### config.mk
export PLATFORM = sky130hd
export DESIGN_NAME = mov_instruction_decoder_16bit_unit
export DESIGN_NICKNAME = d
export VERILOG_FILES = /design/src/design/movd_pkg.sv /design/src/design/movd_decode.sv /design/src/design/mov_instruction_decoder_16bit_unit.sv
export SDC_FILE = /design/constraint.sdc
export NUM_CORES = 1
export LEC_CHECK = 0
export BUFFER_PORTS_ARGS = -buffer_cell sky130_fd_sc_hd__clkbuf_2
export CAP_MARGIN = 30
export CORE_ASPECT_RATIO = 2
export CORE_UTILIZATION = 45
export DETAILED_ROUTE_END_ITERATION = 8
export GPL_ROUTABILITY_DRIVEN = 0
export PLACE_DENSITY = 0.79
export SETUP_SLACK_MARGIN = 0.15
export SYNTH_ARGS = -nofsm -noshare
export SYNTH_HDL_FRONTEND = slang
export SYNTH_SLANG_ARGS = --single-unit
export TNS_END_PERCENT = 5
### constraint.sdc
create_clock -name clock -period 3.43 [get_ports clock]
set_clock_uncertainty 0.05 [all_clocks]
set_input_delay 1.029 -clock clock [delete_from_list [all_inputs] [get_ports clock]]
set_output_delay 1.029 -clock clock [all_outputs]
set_load 0.005 [all_outputs]
### src/design/movd_pkg.sv
// Package for the 16-bit MOV decoder: word types, opcode patterns and form codes.
// No dependencies; used by movd_decode and mov_instruction_decoder_16bit_unit.
package movd_pkg;

   typedef struct packed {
      logic [7:0] byte0;
      logic [7:0] byte1;
      logic [7:0] byte2;
      logic [7:0] byte3;
      logic [7:0] byte4;
      logic [7:0] byte5;
   } req_word_type;

   typedef struct packed {
      logic [2:0]  form;
      logic        wide;
      logic        reg_is_dest;
      logic [2:0]  reg_index;
      logic [1:0]  addr_mode;
      logic [2:0]  rm_index;
      logic        direct_address;
      logic [15:0] displacement;
      logic [15:0] immediate;
      logic [2:0]  length;
   } rsp_word_type;

   // form codes
   localparam logic [2:0] FORM_RM_REG   = 3'd0;
   localparam logic [2:0] FORM_IMM_RM   = 3'd1;
   localparam logic [2:0] FORM_IMM_REG  = 3'd2;
   localparam logic [2:0] FORM_MEM_ACC  = 3'd3;
   localparam logic [2:0] FORM_ACC_MEM  = 3'd4;
   localparam logic [2:0] FORM_RM_SREG  = 3'd5;
   localparam logic [2:0] FORM_SREG_RM  = 3'd6;
   localparam logic [2:0] FORM_UNSUP    = 3'd7;

   // opcode patterns and masks
   localparam logic [7:0] OP_RM_REG   = 8'h88;
   localparam logic [7:0] OP_IMM_RM   = 8'hC6;
   localparam logic [7:0] OP_IMM_REG  = 8'hB0;
   localparam logic [7:0] OP_MEM_ACC  = 8'hA0;
   localparam logic [7:0] OP_ACC_MEM  = 8'hA2;
   localparam logic [7:0] OP_RM_SREG  = 8'h8E;
   localparam logic [7:0] OP_SREG_RM  = 8'h8C;
   localparam logic [7:0] MASK_DW     = 8'hFC;
   localparam logic [7:0] MASK_W      = 8'hFE;
   localparam logic [7:0] MASK_HIGH   = 8'hF0;

   // MOD field values and the R/M code that means direct address
   localparam logic [1:0] MOD_NO_DISP = 2'd0;
   localparam logic [1:0] MOD_DISP8   = 2'd1;
   localparam logic [1:0] MOD_DISP16  = 2'd2;
   localparam logic [2:0] RM_DIRECT   = 3'd6;

endpackage

### src/design/movd_decode.sv
// Combinational decode of one six-byte MOV window into a result word.
// Depends on movd_pkg for the word types, opcode patterns and form codes.
module movd_decode
   import movd_pkg::*;
(
   input  req_word_type in_word,
   output rsp_word_type out_word
);

   logic [7:0] b0, b1, b2, b3, b4, b5;
   logic [1:0] mod_field;
   logic [2:0] reg_field;
   logic [2:0] rm_field;
   logic [2:0] base_len;
   logic [7:0] imm_lo;
   logic [7:0] imm_hi;

   assign b0 = in_word.byte0;
   assign b1 = in_word.byte1;
   assign b2 = in_word.byte2;
   assign b3 = in_word.byte3;
   assign b4 = in_word.byte4;
   assign b5 = in_word.byte5;

   assign mod_field = b1[7:6];
   assign reg_field = b1[5:3];
   assign rm_field  = b1[2:0];

   // length of the opcode, mod-reg-rm and displacement bytes
   always_comb begin
      if (mod_field == MOD_NO_DISP && rm_field == RM_DIRECT) begin
         base_len = 3'd4;
      end else if (mod_field == MOD_DISP8) begin
         base_len = 3'd3;
      end else if (mod_field == MOD_DISP16) begin
         base_len = 3'd4;
      end else begin
         base_len = 3'd2;
      end
   end

   // immediate of the imm-to-r/m form follows the displacement
   always_comb begin
      unique case (base_len)
         3'd3: begin
            imm_lo = b3;
            imm_hi = b4;
         end
         3'd4: begin
            imm_lo = b4;
            imm_hi = b5;
         end
         default: begin
            imm_lo = b2;
            imm_hi = b3;
         end
      endcase
   end

   always_comb begin
      out_word = '0;
      out_word.form   = FORM_UNSUP;
      out_word.length = 3'd2;
      priority if ((b0 & MASK_DW) == OP_RM_REG || (b0 & MASK_W) == OP_IMM_RM) begin
         out_word.form        = ((b0 & MASK_DW) == OP_RM_REG) ? FORM_RM_REG : FORM_IMM_RM;
         out_word.wide        = b0[0];
         out_word.reg_is_dest = ((b0 & MASK_DW) == OP_RM_REG) ? b0[1] : 1'b0;
         out_word.addr_mode   = mod_field;
         out_word.reg_index   = reg_field;
         out_word.rm_index    = rm_field;
         if (mod_field == MOD_NO_DISP && rm_field == RM_DIRECT) begin
            out_word.direct_address = 1'b1;
            out_word.displacement   = {b3, b2};
         end else if (mod_field == MOD_DISP8) begin
            out_word.displacement   = {{8{b2[7]}}, b2};
         end else if (mod_field == MOD_DISP16) begin
            out_word.displacement   = {b3, b2};
         end
         if ((b0 & MASK_DW) == OP_RM_REG) begin
            out_word.length = base_len;
         end else begin
            out_word.immediate = b0[0] ? {imm_hi, imm_lo} : {8'h00, imm_lo};
            out_word.length    = base_len + 3'd1 + {2'b00, b0[0]};
         end
      end else if ((b0 & MASK_HIGH) == OP_IMM_REG) begin
         out_word.form        = FORM_IMM_REG;
         out_word.wide        = b0[3];
         out_word.reg_index   = b0[2:0];
         out_word.reg_is_dest = 1'b1;
         out_word.immediate   = b0[3] ? {b2, b1} : {8'h00, b1};
         out_word.length      = 3'd2 + {2'b00, b0[3]};
      end else if ((b0 & MASK_W) == OP_MEM_ACC || (b0 & MASK_W) == OP_ACC_MEM) begin
         out_word.form           = ((b0 & MASK_W) == OP_MEM_ACC) ? FORM_MEM_ACC : FORM_ACC_MEM;
         out_word.wide           = b0[0];
         out_word.reg_is_dest    = ((b0 & MASK_W) == OP_MEM_ACC);
         out_word.rm_index       = RM_DIRECT;
         out_word.direct_address = 1'b1;
         out_word.displacement   = {b2, b1};
         out_word.length         = 3'd3;
      end else if (b0 == OP_RM_SREG) begin
         out_word.form = FORM_RM_SREG;
      end else if (b0 == OP_SREG_RM) begin
         out_word.form = FORM_SREG_RM;
      end else begin
         out_word.form = FORM_UNSUP;
      end
   end

endmodule

### src/design/mov_instruction_decoder_16bit_unit.sv
// 16-bit MOV decoder top level: input register, decode, result register.
// Throughput: one word per cycle; the only limit is the response stall,
// which stops the result register, and the input register when it is full.
// Reset (synchronous, active high) clears both valid flags; no other state.
// Depends on movd_pkg and movd_decode.
module mov_instruction_decoder_16bit_unit
   import movd_pkg::*;
(
   input  logic         clock,
   input  logic         reset,
   input  logic         req_valid,
   output logic         req_stall,
   input  req_word_type req_word,
   output logic         rsp_valid,
   input  logic         rsp_stall,
   output rsp_word_type rsp_word
);

   logic         s1_valid_ff;
   logic         s1_valid_in;
   req_word_type s1_word_ff;
   logic         rsp_valid_ff;
   logic         rsp_valid_in;
   rsp_word_type rsp_word_ff;
   rsp_word_type dec_word;
   logic         rsp_advance;
   logic         s1_advance;

   // result register can load when empty or being taken this cycle
   assign rsp_advance = !rsp_valid_ff || !rsp_stall;
   assign s1_advance  = !s1_valid_ff || rsp_advance;
   assign req_stall   = !s1_advance;

   assign s1_valid_in  = s1_advance ? req_valid : s1_valid_ff;
   assign rsp_valid_in = rsp_advance ? s1_valid_ff : rsp_valid_ff;

   movd_decode u_decode (
      .in_word  (s1_word_ff),
      .out_word (dec_word)
   );

   always_ff @(posedge clock) begin
      if (reset) begin
         s1_valid_ff  <= 1'b0;
         rsp_valid_ff <= 1'b0;
      end else begin
         s1_valid_ff  <= s1_valid_in;
         rsp_valid_ff <= rsp_valid_in;
      end
   end

   always_ff @(posedge clock) begin
      if (s1_advance) begin
         s1_word_ff <= req_word;
      end
      if (rsp_advance) begin
         rsp_word_ff <= dec_word;
      end
   end

   assign rsp_valid = rsp_valid_ff;
   assign rsp_word  = rsp_word_ff;

   // hold the input register while the result register is stalled
   a_s1_hold: assert property (@(posedge clock) disable iff (reset)
      (s1_valid_ff && rsp_valid_ff && rsp_stall) |=> (s1_valid_ff && $stable(s1_word_ff)))
      else $error("input register changed under a stalled result");

   // a stalled request must not be dropped: stall only when both stages are full
   a_stall_full: assert property (@(posedge clock) disable iff (reset)
      req_stall |-> (s1_valid_ff && rsp_valid_ff && rsp_stall))
      else $error("request stalled with room in the pipe");

   a_short_forms: assert property (@(posedge clock) disable iff (reset)
      (rsp_valid_ff && (rsp_word_ff.form == FORM_RM_SREG || rsp_word_ff.form == FORM_SREG_RM
         || rsp_word_ff.form == FORM_UNSUP)) |-> (rsp_word_ff.length == 3'd2
         && rsp_word_ff.displacement == 16'h0000 && rsp_word_ff.immediate == 16'h0000))
      else $error("segment or unsupported form with nonzero fields");

   a_direct_mod: assert property (@(posedge clock) disable iff (reset)
      (rsp_valid_ff && rsp_word_ff.direct_address) |->
         (rsp_word_ff.addr_mode == MOD_NO_DISP && rsp_word_ff.rm_index == RM_DIRECT))
      else $error("direct address flagged with wrong MOD or R/M");

   a_imm_reg: assert property (@(posedge clock) disable iff (reset)
      (rsp_valid_ff && rsp_word_ff.form == FORM_IMM_REG) |->
         (rsp_word_ff.length == 3'd2 + {2'b00, rsp_word_ff.wide}
          && rsp_word_ff.displacement == 16'h0000))
      else $error("imm-to-reg length or displacement wrong");

endmodule
==> results of run 1 <==
## sequential cells by signal, summed over array words and instances (netlist names)
name and count:
rsp_valid 1, s1_valid_ff 1, rsp_word 49, s1_word_ff 48
## cells by family (layout without fill, tap and decap cells)
family,after synthesis,in the layout,synth area share (%)
flip-flops,99,99,73.38
AO/OA/AOI/OAI,81,81,14.18
AND/OR/NAND/NOR,73,73,9.422
buffers and inverters,19,128,2.394
adder cells (fa/ha/maj),2,2,0.6218
## worst max-delay path: cells and delay by family
kind	cells	cell delay, ns
buf+inv	3	0.28
simple gates	1	0.08
## cells in the final DEF (no fill, tap or decap), drive strengths merged, types with 3 or more instances in the layout
master  instances
a21o            4
a21oi          20
a221o           8
a22o           11
a22oi           8
and2            4
and3            4
buf             3
bufinv          3
clkbuf        111
clkinv          4
edfxtp         97
inv             7
nand2          29
nand3           5
nor2           17
nor2b           4
o21ai          17
o221ai          8
## worst max-delay path by stage
stage                             end  slack (ns)  cells past startpoint
final                       req_stall        0.96                      4
after global placement      req_stall        0.97                      4
after floorplan             req_stall        0.41                      2
after global routing      rsp_word[1]        0.90                      6
after CTS                   req_stall        0.96                      4
after detailed placement    req_stall        0.96                      4
## final cells by class
type                       instances  area, um^2  area share, %
tap                              100       125.1          2.527
clock inverter                     7       106.4          2.148
sequential                        99        2953          59.64
timing repair buffer             105       533.0          10.77
clock buffer                       9       225.2          4.549
inverter                           7       26.28         0.5307
multi-input combinational        156       982.2          19.84
## metrics by stage
stage / power [W] / util (%) / cell area (um^2) / hold WS (ns) / cells
2_1_floorplan: 0.001515 / - / 4029 / 0.4079 / 274
3_3_place_gp: 0.001587 / 53.41 / 4619 / 0.4230 / 467
3_5_place_dp: 0.001594 / 53.41 / 4619 / 0.4552 / 467
4_1_cts: 0.002682 / 57.25 / 4951 / 0.4738 / 483
5_1_grt: 0.002742 / 57.25 / 4951 / 0.5172 / 483
6_report: 0.002652 / 57.25 / 4951 / 0.4720 / 483
## report_power, final
| group | internal (W) | switching, W | leakage (nW) |
|---|---|---|---|
| Clock | 0.000702 | 0.000380 | 0.162 |
| Combinational | 0.0000639 | 0.0000719 | 0.862 |
| Sequential | 0.00139 | 0.0000423 | 1.09 |
## metal layers
layer  GRT usage [%]  share of wire (%)  vias to the layer above
met5               0                  0                        -
met4           12.24                2.9                        0
met3           3.956                5.9                       10
met2           30.80                 55                      133
met1           20.20                 36                     1250
li1                -                  -                     1278
==> run summary, run 1 <==
Crit path kind: primary input to output port
GRT Util Overall: 18.50%
Std-Cell Rows: 48
RR Startpoint: s1_word_ff[38]
Worst r2r path cells: 6
Final-layout fill cell count: 721
Core Region: 0.008648 mm^2
Drt wl/cell: 16.65 um
Max stage delay on crit path: 0.12 ns
Top-count cell post-synth: edfxtp_1
Hold Path End: rsp_valid
Setup violations, final: 0
Area grow syn2layout: 23.04%
Largest net degree at the start of global routing: 50
Critical Path Start: rsp_stall
Max VDD drop: 0.0002926 V
Sequential cell area fraction in the yosys report: 73.38%
HP Class: flip-flop to flip-flop
Clock buffer depth: 2
Hold path depth: 2
Max Clk Rate: 405.2 MHz
Die width: 68.87 um
Max Cap Violations: 0
Status: completed
N_diodes: 0
Vias per cell: 5.530
First-pass GRT wire length: 12190 um
Mapped Nets: 328
Pleak: 2.114 nW
Port bufs: 102
Die area: 0.009347 mm^2
Async S/R FF share, synth: 0%
Synth top cells by count: edfxtp_1, nand2_1, a21oi_1
Synth area leaders: edfxtp_1, nand2_1, a21oi_1
Fin crit period: 2.468 ns
Synth Area per Inst: 14.69 um^2
Slew margin rel.: 54.01%
Clock sink count: 99
Die Y: 135.7 um
Initial antenna violation count: 0
Post-DP HPWL: 6159 um
Ys flop type: edfxtp_1
Pre-CTS WS: 0.9593 ns
Crit end category: output port
Num ports: 103
Initial DRC Count: 162
Crit-path cells: clkbuf_2, nand3_2, inv_1, clkbuf_2
Crit start category: primary input
Yosys reg bits: 99
H-Tree Level Count: 3
Post-CTS setup buffer count: 0
Hold Startpoint: s1_valid_ff
Power Dens Cells: 535.7 mW/mm^2
Synth area leader: edfxtp_1
Worst Path Required: 2.35 ns
Least-Margin Pin Slew: 0.6898 ns
Vias in the first global route: 2560
Starting Density: 46.53%
Final #Nets: 432
Post-CTS sizing: 0
Layout cell share with drive strength beyond 1: 32.90%
DR pass1 iterations: 6
R2R Setup Slk: 1.00 ns
Post-DRT Antenna Nets: 0
Count of flip-flops with a built-in enable after synthesis: 97
Post-synthesis cell area: 0.004024 mm^2
CP most frequent cell: clkbuf_2
Worst Setup Slack, final: 0.9621 ns
Cts bufs inserted: 9
RSZ-0062 raised after global routing: false
CP Max Fanout: 3
Syn. warnings: 0
Hold_buf cts: 0
Final-report hold violation count: 0
Worst-skew pair later-pin latency: 0.33 ns
CTS tree: yes
Routed WL: 8042 um
Number of remaining DRC errors: 0
Syn Inst Count: 274
Via Count: 2671
Crit path DAT: 1.39 ns
Root Driver: clkbuf_16
Gr ovfl total: 0
Setup TNS: 0 ns
Final period util: 71.95%
R2r endpoint: rsp_word[1]
Synth unique cells: 39
Slowest-stage cell, CP: clkbuf_2
Max-slew violations: 0
Clock Pin Slew Worst Setup and Hold Paths: 0.06 ns
Share of the synthesized area in the top cell type: 72.39%
Power figures use the tool's default switching activity.
==> run 2, diff against run 1 <==
Settings changed: ABC_AREA set to 1, PLACE_DENSITY 0.79 to 0.76.
Clock period 3.43 ns to 2.6 ns, I/O delays scaled along.
==> run 2 against run 1 <==
Net effect:
- register-to-register slack worse by 0.41 ns
- largest power group unchanged
- non-clock buffer count up 1
- sequential power up 32%
- critical endpoint unchanged
- largest cell class unchanged
- the run now ends with DRC left
- worst setup slack worse by 0.37 ns
==> run summary, run 2 <==
WP depth: 4 (unchanged)
Via Count: 3016 (+13%)
Max Cap Violations: 0 (unchanged)
Worst Setup Slack, final: 0.5888 ns (-0.3732 ns)
N_diodes: 0 (unchanged)
Power Dens Cells: 629.5 mW/mm^2 (+18%)
Ys flop type: edfxtp_1
Fin crit period: 2.011 ns
Crit path kind: primary input to output port
Critical Path Start: rsp_stall
GRT Util Overall: 18.48% (about the same)
Violated checks: DRC
Post-synthesis cell area: 0.004317 mm^2 (+7.3%)
Final period util: 77.35%
Pleak: 2.470 nW (+17%)
Least-Margin Pin Slew: 0.6172 ns (-0.07259 ns)
Final-layout fill cell count: 791 (+9.7%)
Post-DP HPWL: 6621 um (+7.5%)
Post-DRT Antenna Nets: 0 (unchanged)
RR Startpoint: s1_word_ff[39]
Routed WL: 8703 um (+8.2%)
CP Max Fanout: 2 (-1)
Most common cell after layout, fill and taps aside: nand2_1
Initial antenna violation count: 0 (unchanged)
Die width: 71.26 um (+3.5%)
Max-slew violations: 0 (unchanged)
Port bufs: 102 (unchanged)
Mapped Nets: 439 (+34%)
Worst path buffer plus inverter count: 2 (-1)
Post-CTS setup buffer count: 0 (unchanged)
Std-Cell Rows: 50 (+4.2%)
Final-report hold violation count: 0 (unchanged)
Initial DRC Count: 256 (+58%)
Drt wl/cell: 14.46 um (-13%)
Gr ovfl total: 0 (unchanged)
WHS: 0.4638 ns (-0.008103 ns)
Syn Inst Count: 385 (+41%)
Final #Nets: 547 (+27%)
Slowest-stage cell, CP: clkbuf_2
Synth Area per Inst: 11.21 um^2 (-24%)
Vias in the first global route: 2939 (+15%)
CP delay by family, top: buffers and inverters
H-Tree Level Count: 3 (unchanged)
Final Instance Area: 0.005187 mm^2 (+4.8%)
Num ports: 103 (unchanged)
Die Y: 140.5 um (+3.5%)
Post-CTS sizing: 0 (unchanged)
Top-count cell post-synth: nand2_1
Syn. warnings: 0 (unchanged)
Largest net degree at the start of global routing: 51 (+2.0%)
Worst r2r path cells: 7 (+1)
Vias per cell: 5.010 (-9.4%)
Async S/R FF share, synth: 0% (unchanged)
Synth area leaders: edfxtp_1, nand2_1, inv_1
Synth top cells by count: nand2_1, edfxtp_1, inv_1
Layout cell share with drive strength beyond 1: 28.51% (-4.4 points)
Root Driver: clkbuf_16
Hold_buf cts: 0 (unchanged)
DP Area: 0.004933 mm^2 (+6.8%)
Core Region: 0.009321 mm^2 (+7.8%)
Area of the multi-input gates: 0.001145 mm^2 (+17%)
Count of flip-flops with a built-in enable after synthesis: 97 (unchanged)
Die area: 0.01001 mm^2 (+7.1%)
Storage cell area: 0.002953 mm^2 (unchanged)
Slew margin rel.: 58.85% (+4.8 points)
Commonest non-fill, non-tap cells in the layout: nand2_1, clkbuf_2, edfxtp_1, inv_1, nor2_1
CP most frequent cell: clkbuf_2
Pre-CTS WS: 0.5853 ns (-0.3739 ns)
Setup TNS: 0 ns (unchanged)
Sequential cell area fraction in the yosys report: 68.41% (-5.0 points)
Crit end category: output port
Yosys reg bits: 99 (unchanged)
CTS tree: yes
Max stage delay on crit path: 0.13 ns (about the same)
Share of the synthesized area in the top cell type: 67.48% (-4.9 points)
Clock sink count: 99 (unchanged)
Setup violations, final: 0 (unchanged)
Max Clk Rate: 497.2 MHz
Worst-skew pair later-pin latency: 0.34 ns (about the same)
Clock Pin Slew Worst Setup and Hold Paths: 0.06 ns (about the same)
Starting Density: 46.31% (-0.22 points)
Clock buffer depth: 2 (unchanged)
Crit path DAT: 1.18 ns (-0.21 ns)
Crit start category: primary input
Post-Layout Cell Count: 602 (+25%)
Area grow syn2layout: 20.17%
DR pass1 iterations: 7 (+1)
Placed cell count: 586 (+25%)
RSZ-0062 raised after global routing: false
First-pass GRT wire length: 13630 um (+12%)
Status: finished with violations
Critical path endpoint: req_stall
Cts bufs inserted: 9 (unchanged)
Max VDD drop: 0.0003849 V (+32%)
Number of flip-flops in the largest register: 49 (unchanged)
Synth unique cells: 31 (-21%)
HP Class: flip-flop to flip-flop
Number of remaining DRC errors: 4 (+4)
Synth area leader: edfxtp_1
Crit-path cells: clkbuf_2, nand2_4, nor2_4, clkbuf_2
Worst Path Required: 1.77 ns (-0.58 ns)
R2r endpoint: rsp_word[1]
R2R Setup Slk: 0.59 ns (-0.41 ns)
-- run 2: cell count changes in the layout (fill, tap and decap cells not counted), moves of 11 or more --
cell | before | now
nand2_1 | 28 | 134
inv_1 | 6 | 33
nand3_1 | 4 | 24
a21oi_1 | 20 | 6
a22o_1 | 11 | 0
o21ai_1 | 16 | 5
-- run 2: routing by layer --
layer	vias up	track usage, %	wire (um)
met5	-	0	0
met4	0	12.74	408
met3	27	4.460	390
met2	108	31.98	4835
met1	1368	19.22	3068
li1	1513	-	-
-- run 2: cell type report --
| type | count | area share, % |
|---|---|---|
| inverter | 39 | 2.943 |
| clock buffer | 12 | 4.559 |
| clock inverter | 4 | 0.3377 |
| tap | 104 | 2.508 |
| timing repair buffer | 106 | 10.66 |
| sequential | 99 | 56.92 |
| multi-input combinational | 238 | 22.07 |
-- run 2: kinds of logic after synthesis --
logic type                 synth area share (%)
and+or+nand+nor                           22.72
AOI/OAI and AO/OA                         2.870
buffers and inverters                     5.420
DFF                                       68.41
adders and majority gates                0.5796
-- run 2: worst min-delay path by stage --
| stage | end | slack (ns) | startpoint | cells past startpoint |
|---|---|---|---|---|
| 2_1_floorplan | rsp_valid | 0.43 | s1_valid_ff | 2 |
| 3_3_place_gp | rsp_valid | 0.44 | s1_valid_ff | 2 |
| 3_5_place_dp | rsp_valid | 0.46 | s1_valid_ff | 2 |
| 4_1_cts | rsp_valid | 0.46 | s1_valid_ff | 2 |
| 5_1_grt | rsp_valid | 0.49 | s1_valid_ff | 2 |
| 6_report | rsp_valid | 0.46 | s1_valid_ff | 2 |
-- run 2: where the power goes --
| part | switching (W) | internal, W |
|---|---|---|
| clock network | 0.000508 | 0.000638 |
| registers | 0.0000488 | 0.00184 |
| logic | 0.000138 | 0.0000954 |
| total | 0.000695 | 0.00257 |
-- run 2: worst min-delay path: stages (launching register included) --
cell and delay (ns):
dfxtp_1 0.30, inv_1 0.10, a21oi_1 0.08
-- run 2: per-stage QoR --
| step | power, W | utilization (%) |
|---|---|---|
| after floorplan | 0.002040 | - |
| after global placement | 0.002144 | 52.93 |
| after detailed placement | 0.002153 | 52.93 |
| after CTS | 0.003295 | 55.65 |
| after global routing | 0.003394 | 55.65 |
| final | 0.003266 | 55.65 |
